--- src/hdl/golden_section_line_search_defines.svh ---
// Assertion macros shared by the line search RTL.
// The clock is i_clk and the active-low reset is i_rst_n in every user.
`ifndef GOLDEN_SECTION_LINE_SEARCH_DEFINES_SVH
`define GOLDEN_SECTION_LINE_SEARCH_DEFINES_SVH
`ifndef SYNTHESIS
// Checked while out of reset.
`define GSLS_ASSERT(lbl, prop, msg) \
    lbl: assert property (@(posedge i_clk) disable iff (!i_rst_n) prop) else $error(msg);
// Checked at every edge, reset included.
`define GSLS_ASSERT_ALWAYS(lbl, prop, msg) \
    lbl: assert property (@(posedge i_clk) prop) else $error(msg);
`else
`define GSLS_ASSERT(lbl, prop, msg)
`define GSLS_ASSERT_ALWAYS(lbl, prop, msg)
`endif
`endif

--- src/hdl/gsls_pkg.sv ---
package gsls_pkg;

    // Step format: signed Q16.16.
    localparam int STEP_W    = 32;
    localparam int FRAC_BITS = 16;
    // Objective values are only compared.
    localparam int VAL_W     = 64;
    // A difference of two steps, and the bracket interval, need one more bit.
    localparam int DIFF_W    = STEP_W + 1;
    // Room for base + d + K*d before saturation to the step range.
    localparam int SUM_W     = STEP_W + 4;
    // Golden ratio conjugate 0.618034 as unsigned Q0.30.
    localparam int K_W       = 30;
    localparam logic [K_W-1:0] K_Q30 = 30'd663608954;
    // Configuration registers.
    localparam int CFG_W     = 31;
    localparam int CFG_IDX_W = 2;
    localparam logic [CFG_W-1:0] CFG_RESET =
        CFG_W'(((64'd1 << FRAC_BITS) + 64'd500) / 64'd1000);

    typedef enum logic [CFG_IDX_W-1:0] {
        CFG_INITIAL_STEP = 2'd0,
        CFG_TOLERANCE    = 2'd1
    } t_cfg_index;

    typedef enum logic [2:0] {
        PH_IDLE   = 3'd0,
        PH_B      = 3'd1,
        PH_EXPAND = 3'd2,
        PH_HI     = 3'd3,
        PH_LO     = 3'd4
    } t_phase;

    typedef struct packed {
        logic             mode;
        logic [VAL_W-1:0] value;
    } t_item;

    typedef struct packed {
        logic [CFG_W-1:0] initial_step;
        logic [CFG_W-1:0] tolerance;
    } t_cfg;

    typedef struct packed {
        logic [STEP_W-1:0] step;
        logic              done;
        logic              ovf;
    } t_result;

    typedef struct packed {
        logic [STEP_W-1:0] pos;
        logic              ovf;
    } t_clamp;

    // Saturate a wide signed sum to the signed step range.
    function automatic t_clamp clamp_step(input logic signed [SUM_W-1:0] x);
        logic signed [SUM_W-1:0] hi;
        logic signed [SUM_W-1:0] lo;
        t_clamp                  r;
        hi = $signed({{(SUM_W-STEP_W+1){1'b0}}, {(STEP_W-1){1'b1}}});
        lo = ~hi;
        if (x > hi) begin
            r.pos = hi[STEP_W-1:0];
            r.ovf = 1'b1;
        end else if (x < lo) begin
            r.pos = lo[STEP_W-1:0];
            r.ovf = 1'b1;
        end else begin
            r.pos = x[STEP_W-1:0];
            r.ovf = 1'b0;
        end
        return r;
    endfunction

endpackage

--- src/hdl/gsls_mulk.sv ---
// Multiplies a signed difference by 0.618034, truncating toward zero.
module gsls_mulk (
    input  logic [gsls_pkg::DIFF_W-1:0] i_d,
    output logic [gsls_pkg::DIFF_W-1:0] o_p
);

    logic                                     w_neg;
    logic [gsls_pkg::DIFF_W-1:0]              w_abs;
    logic [gsls_pkg::STEP_W-1:0]              w_mag;
    logic [gsls_pkg::STEP_W+gsls_pkg::K_W-1:0] w_prod;
    logic [gsls_pkg::STEP_W-1:0]              w_q;
    logic [gsls_pkg::DIFF_W-1:0]              w_q_ext;

    // The magnitude of a difference of two steps always fits in STEP_W bits.
    assign w_neg   = i_d[gsls_pkg::DIFF_W-1];
    assign w_abs   = w_neg ? (~i_d + 1'b1) : i_d;
    assign w_mag   = w_abs[gsls_pkg::STEP_W-1:0];

    // Exact product on the magnitude, then drop the Q0.30 fraction.
    assign w_prod  = {{gsls_pkg::K_W{1'b0}}, w_mag}
                   * {{gsls_pkg::STEP_W{1'b0}}, gsls_pkg::K_Q30};
    assign w_q     = w_prod[gsls_pkg::STEP_W+gsls_pkg::K_W-1:gsls_pkg::K_W];
    assign w_q_ext = {1'b0, w_q};

    // Restore the sign of the input.
    assign o_p     = w_neg ? (~w_q_ext + 1'b1) : w_q_ext;

endmodule

--- src/hdl/gsls_core.sv ---
// Bracket and reduction state with its combinational update for one item.
module gsls_core (
    input  logic               i_clk,
    input  logic               i_rst_n,
    input  logic               i_fire,
    input  gsls_pkg::t_item    i_item,
    input  gsls_pkg::t_cfg     i_cfg,
    output logic               o_emit,
    output gsls_pkg::t_result  o_result
);

    gsls_pkg::t_phase r_phase, n_phase;

    logic signed [gsls_pkg::STEP_W-1:0] r_left_pos, n_left_pos;
    logic signed [gsls_pkg::STEP_W-1:0] r_mid_pos, n_mid_pos;
    logic signed [gsls_pkg::STEP_W-1:0] r_right_pos, n_right_pos;
    logic signed [gsls_pkg::STEP_W-1:0] r_inner_lo_pos, n_inner_lo_pos;
    logic signed [gsls_pkg::STEP_W-1:0] r_inner_hi_pos, n_inner_hi_pos;
    logic signed [gsls_pkg::VAL_W-1:0]  r_left_val, n_left_val;
    logic signed [gsls_pkg::VAL_W-1:0]  r_mid_val, n_mid_val;
    logic signed [gsls_pkg::VAL_W-1:0]  r_inner_lo_val, n_inner_lo_val;
    logic signed [gsls_pkg::VAL_W-1:0]  r_inner_hi_val, n_inner_hi_val;
    logic signed [gsls_pkg::DIFF_W-1:0] r_interval_len, n_interval_len;

    logic signed [gsls_pkg::VAL_W-1:0]  w_obj;
    logic signed [gsls_pkg::VAL_W-1:0]  w_lo_val;
    logic signed [gsls_pkg::VAL_W-1:0]  w_hi_val;
    logic                               w_swap;
    logic                               w_cont;
    logic                               w_go;
    logic                               w_keep_lo;
    logic [gsls_pkg::DIFF_W-1:0]        w_len_mag;
    logic signed [gsls_pkg::STEP_W-1:0] w_b_back;
    logic signed [gsls_pkg::STEP_W-1:0] w_b_from;
    logic signed [gsls_pkg::DIFF_W-1:0] w_d;
    logic signed [gsls_pkg::DIFF_W-1:0] w_p;
    logic signed [gsls_pkg::STEP_W-1:0] w_base;
    logic                               w_use_d;
    logic                               w_neg_p;
    logic signed [gsls_pkg::SUM_W-1:0]  w_sum;
    gsls_pkg::t_clamp                   w_clamp;
    gsls_pkg::t_clamp                   w_start;

    // Decisions taken on the incoming value.
    assign w_obj     = $signed(i_item.value);
    assign w_swap    = w_obj > r_left_val;
    assign w_cont    = r_mid_val > w_obj;
    assign w_lo_val  = (r_phase == gsls_pkg::PH_LO) ? w_obj : r_inner_lo_val;
    assign w_hi_val  = (r_phase == gsls_pkg::PH_HI) ? w_obj : r_inner_hi_val;
    assign w_keep_lo = w_lo_val >= w_hi_val;
    assign w_len_mag = r_interval_len[gsls_pkg::DIFF_W-1] ? (~r_interval_len + 1'b1)
                                                          : r_interval_len;
    assign w_go      = w_len_mag > gsls_pkg::DIFF_W'(i_cfg.tolerance);
    assign w_b_back  = w_swap ? r_mid_pos : r_left_pos;
    assign w_b_from  = w_swap ? r_left_pos : r_mid_pos;

    // Operands of the shared multiply and step adder.
    always_comb begin
        w_d     = r_interval_len;
        w_base  = '0;
        w_use_d = 1'b0;
        w_neg_p = 1'b0;
        unique case (r_phase)
            gsls_pkg::PH_B: begin
                w_d     = DIFF_W_SUB(w_b_from, w_b_back);
                w_base  = w_b_from;
                w_use_d = 1'b1;
            end
            gsls_pkg::PH_EXPAND: begin
                if (w_cont) begin
                    w_d     = DIFF_W_SUB(r_right_pos, r_mid_pos);
                    w_base  = r_right_pos;
                    w_use_d = 1'b1;
                end else begin
                    w_d     = DIFF_W_SUB(r_right_pos, r_left_pos);
                    w_base  = r_left_pos;
                end
            end
            gsls_pkg::PH_HI, gsls_pkg::PH_LO: begin
                w_d     = r_interval_len;
                w_base  = w_keep_lo ? r_inner_lo_pos : r_inner_hi_pos;
                w_neg_p = !w_keep_lo;
            end
            default: begin
                w_d = r_interval_len;
            end
        endcase
    end

    // Signed difference of two steps, one bit wider.
    function automatic logic signed [gsls_pkg::DIFF_W-1:0] DIFF_W_SUB(
        input logic signed [gsls_pkg::STEP_W-1:0] a,
        input logic signed [gsls_pkg::STEP_W-1:0] b
    );
        logic signed [gsls_pkg::DIFF_W-1:0] ea;
        logic signed [gsls_pkg::DIFF_W-1:0] eb;
        ea = gsls_pkg::DIFF_W'(a);
        eb = gsls_pkg::DIFF_W'(b);
        return ea - eb;
    endfunction

    gsls_mulk u_mulk (
        .i_d (w_d),
        .o_p (w_p)
    );

    // New step: base, plus d when expanding, plus or minus K*d; then saturate.
    assign w_sum   = gsls_pkg::SUM_W'(w_base)
                   + (w_use_d ? gsls_pkg::SUM_W'(w_d) : '0)
                   + (w_neg_p ? -gsls_pkg::SUM_W'(w_p) : gsls_pkg::SUM_W'(w_p));
    assign w_clamp = gsls_pkg::clamp_step(w_sum);
    assign w_start = gsls_pkg::clamp_step(
        $signed({{(gsls_pkg::SUM_W-gsls_pkg::CFG_W){1'b0}}, i_cfg.initial_step}));

    // Next phase.
    always_comb begin
        n_phase = r_phase;
        if (!i_item.mode) begin
            n_phase = gsls_pkg::PH_B;
        end else begin
            unique case (r_phase)
                gsls_pkg::PH_B:      n_phase = gsls_pkg::PH_EXPAND;
                gsls_pkg::PH_EXPAND: n_phase = w_cont ? gsls_pkg::PH_EXPAND : gsls_pkg::PH_HI;
                gsls_pkg::PH_HI, gsls_pkg::PH_LO: begin
                    if (!w_go) begin
                        n_phase = gsls_pkg::PH_IDLE;
                    end else begin
                        n_phase = w_keep_lo ? gsls_pkg::PH_HI : gsls_pkg::PH_LO;
                    end
                end
                default:             n_phase = gsls_pkg::PH_IDLE;
            endcase
        end
    end

    // Bracket updates and the result of this item.
    always_comb begin
        n_left_pos     = r_left_pos;
        n_mid_pos      = r_mid_pos;
        n_right_pos    = r_right_pos;
        n_inner_lo_pos = r_inner_lo_pos;
        n_inner_hi_pos = r_inner_hi_pos;
        n_left_val     = r_left_val;
        n_mid_val      = r_mid_val;
        n_inner_lo_val = r_inner_lo_val;
        n_inner_hi_val = r_inner_hi_val;
        n_interval_len = r_interval_len;
        o_emit         = 1'b0;
        o_result       = '0;
        if (!i_item.mode) begin
            // A start item restarts the search from step zero.
            n_left_pos    = '0;
            n_left_val    = w_obj;
            n_mid_pos     = w_start.pos;
            o_emit        = 1'b1;
            o_result.step = w_start.pos;
            o_result.ovf  = w_start.ovf;
        end else begin
            unique case (r_phase)
                gsls_pkg::PH_B: begin
                    // Swap ends when the first trial step is uphill.
                    n_left_pos    = w_b_back;
                    n_left_val    = w_swap ? w_obj : r_left_val;
                    n_mid_pos     = w_b_from;
                    n_mid_val     = w_swap ? r_left_val : w_obj;
                    n_right_pos   = w_clamp.pos;
                    o_emit        = 1'b1;
                    o_result.step = w_clamp.pos;
                    o_result.ovf  = w_clamp.ovf;
                end
                gsls_pkg::PH_EXPAND: begin
                    o_emit        = 1'b1;
                    o_result.step = w_clamp.pos;
                    if (w_cont) begin
                        // Still falling: shift the bracket and expand again.
                        n_left_pos   = r_mid_pos;
                        n_left_val   = r_mid_val;
                        n_mid_pos    = r_right_pos;
                        n_mid_val    = w_obj;
                        n_right_pos  = w_clamp.pos;
                        o_result.ovf = w_clamp.ovf;
                    end else begin
                        // Bracket found: place the inner points.
                        n_interval_len = w_p;
                        n_inner_lo_pos = r_mid_pos;
                        n_inner_lo_val = r_mid_val;
                        n_inner_hi_pos = w_clamp.pos;
                    end
                end
                gsls_pkg::PH_HI, gsls_pkg::PH_LO: begin
                    n_inner_lo_val = w_lo_val;
                    n_inner_hi_val = w_hi_val;
                    o_emit         = 1'b1;
                    if (w_go) begin
                        n_interval_len = w_p;
                        o_result.step  = w_clamp.pos;
                        if (w_keep_lo) begin
                            n_left_pos     = r_inner_lo_pos;
                            n_left_val     = w_lo_val;
                            n_inner_lo_pos = r_inner_hi_pos;
                            n_inner_lo_val = w_hi_val;
                            n_inner_hi_pos = w_clamp.pos;
                        end else begin
                            n_right_pos    = r_inner_hi_pos;
                            n_inner_hi_pos = r_inner_lo_pos;
                            n_inner_hi_val = w_lo_val;
                            n_inner_lo_pos = w_clamp.pos;
                        end
                    end else begin
                        // Interval within tolerance: report the better inner point.
                        o_result.done = 1'b1;
                        o_result.step = (w_lo_val < w_hi_val) ? r_inner_lo_pos
                                                              : r_inner_hi_pos;
                    end
                end
                default: begin
                    o_emit = 1'b0;
                end
            endcase
        end
    end

    // Phase register.
    always_ff @(posedge i_clk) begin
        if (!i_rst_n) begin
            r_phase <= gsls_pkg::PH_IDLE;
        end else if (i_fire) begin
            r_phase <= n_phase;
        end
    end

    // Bracket registers, written before they are ever read.
    always_ff @(posedge i_clk) begin
        if (i_fire) begin
            r_left_pos     <= n_left_pos;
            r_mid_pos      <= n_mid_pos;
            r_right_pos    <= n_right_pos;
            r_inner_lo_pos <= n_inner_lo_pos;
            r_inner_hi_pos <= n_inner_hi_pos;
            r_left_val     <= n_left_val;
            r_mid_val      <= n_mid_val;
            r_inner_lo_val <= n_inner_lo_val;
            r_inner_hi_val <= n_inner_hi_val;
            r_interval_len <= n_interval_len;
        end
    end

endmodule

--- src/hdl/golden_section_line_search.sv ---
// Golden-section line search sequencer. Send a start item (tuser = 0) with the
// objective value at step zero; the block answers with a step to evaluate, and
// every later item (tuser = 1) must carry the objective value at the step last
// returned. Each item yields one result: a Q16.16 step to query (done = 0) or
// the final minimizing step (done = 1); a value item sent while no search runs
// yields nothing, and a start item restarts the search at any time. Overflow
// marks a bracketing step that saturated the Q16.16 range. One item is taken
// every clock cycle while the result register is free or being drained; each
// item waits in the input register, then the bracket update (compare, 32x30
// golden-ratio multiply, saturating step adder) loads the result register. The
// configuration port always accepts writes; write it only while the block is idle.
`include "golden_section_line_search_defines.svh"
module golden_section_line_search (
    input  logic                              i_clk,
    input  logic                              i_rst_n,
    // Input items.
    input  logic                              s_axis_tvalid,
    output logic                              s_axis_tready,
    input  logic [gsls_pkg::VAL_W-1:0]        s_axis_tdata,  // [63:0] objective_value
    input  logic                              s_axis_tuser,  // [0] mode
    // Results.
    output logic                              m_axis_tvalid,
    input  logic                              m_axis_tready,
    output logic [gsls_pkg::STEP_W-1:0]       m_axis_tdata,  // [31:0] step_out
    output logic [1:0]                        m_axis_tuser,  // [0] done_res, [1] overflow
    // Configuration writes.
    input  logic                              i_cfg_valid,
    output logic                              o_cfg_ready,
    input  logic [gsls_pkg::CFG_IDX_W-1:0]    i_cfg_index,
    input  logic [gsls_pkg::CFG_W-1:0]        i_cfg_data
);

    logic              r_in_valid;
    gsls_pkg::t_item   r_item;
    logic              r_out_valid;
    gsls_pkg::t_result r_out;
    gsls_pkg::t_cfg    r_cfg;
    logic              w_advance;
    logic              w_emit;
    gsls_pkg::t_result w_result;

    // The held item moves on when the result register is free or being drained.
    assign w_advance     = r_in_valid && (!r_out_valid || m_axis_tready);
    assign s_axis_tready = !r_in_valid || w_advance;
    assign o_cfg_ready   = 1'b1;

    // Input register.
    always_ff @(posedge i_clk) begin
        if (!i_rst_n) begin
            r_in_valid <= 1'b0;
        end else if (s_axis_tready) begin
            r_in_valid <= s_axis_tvalid;
        end
    end

    always_ff @(posedge i_clk) begin
        if (s_axis_tvalid && s_axis_tready) begin
            r_item.mode  <= s_axis_tuser;
            r_item.value <= s_axis_tdata;
        end
    end

    // Configuration registers.
    always_ff @(posedge i_clk) begin
        if (!i_rst_n) begin
            r_cfg.initial_step <= gsls_pkg::CFG_RESET;
            r_cfg.tolerance    <= gsls_pkg::CFG_RESET;
        end else if (i_cfg_valid) begin
            unique case (gsls_pkg::t_cfg_index'(i_cfg_index))
                gsls_pkg::CFG_INITIAL_STEP: r_cfg.initial_step <= i_cfg_data;
                gsls_pkg::CFG_TOLERANCE:    r_cfg.tolerance    <= i_cfg_data;
                default:                    ;
            endcase
        end
    end

    gsls_core u_core (
        .i_clk    (i_clk),
        .i_rst_n  (i_rst_n),
        .i_fire   (w_advance),
        .i_item   (r_item),
        .i_cfg    (r_cfg),
        .o_emit   (w_emit),
        .o_result (w_result)
    );

    // Result register.
    always_ff @(posedge i_clk) begin
        if (!i_rst_n) begin
            r_out_valid <= 1'b0;
        end else if (w_advance && w_emit) begin
            r_out_valid <= 1'b1;
        end else if (m_axis_tready) begin
            r_out_valid <= 1'b0;
        end
    end

    always_ff @(posedge i_clk) begin
        if (w_advance && w_emit) begin
            r_out <= w_result;
        end
    end

    assign m_axis_tvalid   = r_out_valid;
    assign m_axis_tdata    = r_out.step;
    assign m_axis_tuser[0] = r_out.done;
    assign m_axis_tuser[1] = r_out.ovf;

    `GSLS_ASSERT(a_done_no_ovf, m_axis_tvalid && m_axis_tuser[0] |-> !m_axis_tuser[1], "overflow flagged on a final step")
    `GSLS_ASSERT(a_in_hold, r_in_valid && !w_advance |=> r_in_valid && $stable(r_item), "held input item lost or changed")
    `GSLS_ASSERT(a_result_loaded, w_advance && w_emit |=> r_out_valid, "result of a transfer not presented")
    `GSLS_ASSERT_ALWAYS(a_reset_clear, !i_rst_n |=> !r_in_valid && !r_out_valid, "pipeline not empty after reset")

endmodule

--- config.mk ---
export PLATFORM = sky130hd
export DESIGN_NAME = golden_section_line_search
export DESIGN_NICKNAME = d
export VERILOG_FILES = /design/src/hdl/gsls_pkg.sv /design/src/hdl/gsls_mulk.sv /design/src/hdl/gsls_core.sv /design/src/hdl/golden_section_line_search.sv
export VERILOG_INCLUDE_DIRS = /design/src /design/src/hdl
export SDC_FILE = /design/constraint.sdc
export NUM_CORES = 2
export LEC_CHECK = 0
export BUFFER_PORTS_ARGS = -buffer_cell sky130_fd_sc_hd__buf_2
export CAP_MARGIN = 40
export CORE_ASPECT_RATIO = 1.4
export CORE_MARGIN = 5
export CORE_UTILIZATION = 29
export DETAILED_ROUTE_END_ITERATION = 10
export PLACE_DENSITY = 0.54
export REMOVE_ABC_BUFFERS = 1
export SLEW_MARGIN = 30
export SYNTH_ARGS = -nofsm -noshare
export SYNTH_HDL_FRONTEND = slang
export SYNTH_HIERARCHICAL = 1
export SYNTH_SLANG_ARGS = --single-unit
--- constraint.sdc ---
create_clock -name i_clk -period 22.3 [get_ports i_clk]
set_input_delay 6.69 -clock i_clk [delete_from_list [all_inputs] [get_ports i_clk]]
set_output_delay 6.69 -clock i_clk [all_outputs]
set_load 0.02 [all_outputs]
==> key figures <==
Route
  – Vias/cell: 5.40
  – Detail Route Antenna Nets: 0
  – Vias: around 55000
  – Detailed Route Iter0 Violations: roughly 4600
  – 1st-pass router iterations: 9
  – Drt wl/cell: 25.4 µm
  – Final wirelength: between 200000 and 300000 µm
  – Residual DRC count: 0

Yosys
  – Top post-synthesis cells by area: edfxtp_1 (25%), fa_1 (14%), ha_1 (13%), inv_1 (5.5%), mux2i_1 (4.4%)
  – Leading area contributor after synthesis: edfxtp_1
  – Top cell type's share of synthesized area: 25.4%
  – Post-synth EDFFs: roughly 550
  – Sequential element share of the synthesized area: 27.4%
  – Top-count cell post-synth: inv_1
  – Ys async rst share: 0%
  – Unique masters post-synth: ~110
  – Avg Inst Size Synth: a little over 9 µm²
  – Synth Flop Type: edfxtp_1
  – Flops & latches, synth: 615
  – Post-Syn Area: 0.0648 mm²
  – Synth warn: 6
  – Post-Syn Instances: 7036
  – Post-synth top cells: inv_1 (950), ha_1 (682), nand2_1 (642)

Floorplanning
  – Die area: 0.233 mm²
  – Chip width: 410 µm
  – Core ar.: 0.223 mm²
  – Row cnt: 205
  – Die Y: 570 µm
  – Boundary Pins: 140
  – Initial core utilization: slightly below 30%

STA
  – Setup violators final: 0
  – Worst Tran Pin Value: 0.965 ns
  – Clock skew: about 0.036 ns
  – Final hold violations: 0
  – Fmax: 46.0 MHz
  – Fin crit period: 21.73 ns
  – Period utilization: between 90% and 100%
  – Final Slew Violations: 0
  – Relative slew slack: 35.2%

Global route
  – Vias in the first global route: 56200
  – Global Route Usage Sum: 21.2%
  – First-pass GRT wire length: 370000 µm
  – Congestion Overflow GR: 0
  – Largest net degree at the start of global routing: roughly 130
  – Initial antenna violation count: 15

Clock network
  – CTS tree: built
  – Reg clk slew, reported paths: 0.06 ns
  – Skew-Pair Late Insertion Delay: 0.67 ns
  – H-tree depth: 3
  – Inserted Clock Buffers: 69
  – Max clock buf depth: 3
  – Clock root cell: clkbuf_16
  – TritonCTS Sinks: between 600 and 700

Setup path
  – Worst path buffer plus inverter count: 12
  – CP max-delay cell: or4_1
  – Setup crit start kind: flop
  – Crit Path Category: flop to flop
  – Reg2reg path depth: around 80
  – Worst EP arrival: 22.08 ns
  – WP depth: 82
  – Cell family with most CP delay: simple AND/OR/NAND/NOR gates
  – CP most frequent cell: fa_1
  – CP Capture Type: flop
  – CP required: 22.65 ns
  – CP max stage delay: 0.60 ns
  – Crit-path max FO: 27

Worst hold path
  – Hold Path Stages: 2
  – Hold Crit Class: flop to flop

Place
  – GP Congestion: approximately 1
  – HPWL Detailed: 199000 µm
  – PortBufs: 138

Cells and area
  – Core Util, Final: 32.7%
  – Final #Nets: 8407
  – Area taken by multi-input logic gates: around 0.043 mm²
  – Filler cells: 23000
  – FF/Latch Area: 0.0178 mm²
  – Share of cells above drive strength 1: approximately a tenth
  – Area delta synth->final: 12.3%

Run status
  – Outcome: completed

Job
  – Number of max-cap violations: 0
[cells by family (layout without fill, tap and decap cells)]
kind of cell | count (synthesis) | after routing | share of synthesized area [%]
AOI/OAI and AO/OA | 1709 | 1709 | 16.6
and+or+nand+nor | 1702 | 1704 | 12.2
buffers and inverters | 1263 | 1450 | 7.60
adders and majority gates | 1174 | 1174 | 27.7
DFF | 615 | 615 | 27.4
muxes | 314 | 314 | 4.91
xor gates and xnor gates | 258 | 258 | 3.51
other | 1 | 5 | 0.00578
[final cells by class]
class	count	area share, %
tap	2898	4.98
sequential	615	24.4
antenna	4	0.0137
multi-input combinational	5160	58.8
inverter	951	4.91
timing repair buffer	377	3.78
clock buffer	89	2.67
clock inverter	33	0.407
[cells in the final DEF (no fill, tap or decap), types with 57 or more instances in the layout]
cell type,netlist,layout
inv_1,950,944
ha_1,682,677
nand2_1,642,639
edfxtp_1,548,548
a21oi_1,542,532
fa_1,448,448
nor2_1,453,445
o21ai_0,426,417
mux2i_1,283,282
buf_4,5,210
xnor2_1,176,166
buf_2,43,141
a21o_1,126,125
nor2b_1,103,101
nand2b_1,87,86
nand4_1,85,85
clkbuf_16,0,73
xor2_1,81,70
dfxtp_1,67,67
a22o_1,66,66
nor3_1,73,65
nand3_1,63,59
o211ai_1,57,57
[sequential cells by signal (all words and copies together), names as in the netlist]
name / count
u_core/r_inner_hi_pos: 32
u_core/r_mid_val: 64
u_core/r_right_pos: 32
u_core/r_inner_lo_val: 64
u_core/r_phase: 3
u_core/r_mid_pos: 32
m_axis_tvalid: 1
u_core/r_inner_lo_pos: 32
u_core/r_left_pos: 32
m_axis_tdata: 32
u_core/r_left_val: 64
u_core/r_interval_len: 33
r_cfg: 62
r_in_valid: 1
r_item: 65
u_core/r_inner_hi_val: 64
m_axis_tuser: 2
[worst reg2reg max path: cells and delay by family, from the launching register on]
family,cells,cell delay [ns]
compound gates,24,4.98
xor+xnor,5,1.26
fa+ha+maj,14,6.23
buf+inv,12,1.60
flops,1,0.43
simple gates,27,6.97
[repair_timing]
action                     4_1_cts  5_1_grt
hold buffers                     0        0
cloned                           0        2
pin swaps                        1       12
setup endpoints to repair      128      129
setup buffers                    1       16
resized for setup               18       78
[stage by stage]
stage               instances  TNS, ns  instance area, µm²  hold slack (ns)  setup WS, ns
CTS                     10100        0               72300            0.461        0.0182
global route            10100   -0.184               72800            0.472       -0.0448
detailed placement       9979   -81.20               69900            0.448        -0.891
global placement         9964   -98.29               69700            0.443         -1.00
floorplan                6724  -234.52               63500            0.435         -2.30
finish                  10100        0               72800            0.456         0.572
[per-layer routing]
metal / up-vias / track usage [%] / wire [µm]
li1: 24900 / - / -
met1: 27000 / 23.4 / 95200
met2: 2133 / 37.8 / 126000
met3: 673 / 2.40 / 13300
met4: 4 / 14.9 / 22300
met5: - / 0 / 29
[path summary, 6_finish.rpt]
kind                                 start               end  slack, ns
worst max register to register  r_item[63]  m_axis_tdata[13]       0.57
worst max-delay path            r_item[63]  m_axis_tdata[13]       0.57
worst min register to register   r_cfg[19]         r_cfg[19]       0.46
worst min-delay path             r_cfg[19]         r_cfg[19]       0.46
Power is left out: the tool's default activity adds up to more than one toggle a clock period on the data nets, which glitch-free logic cannot reach.
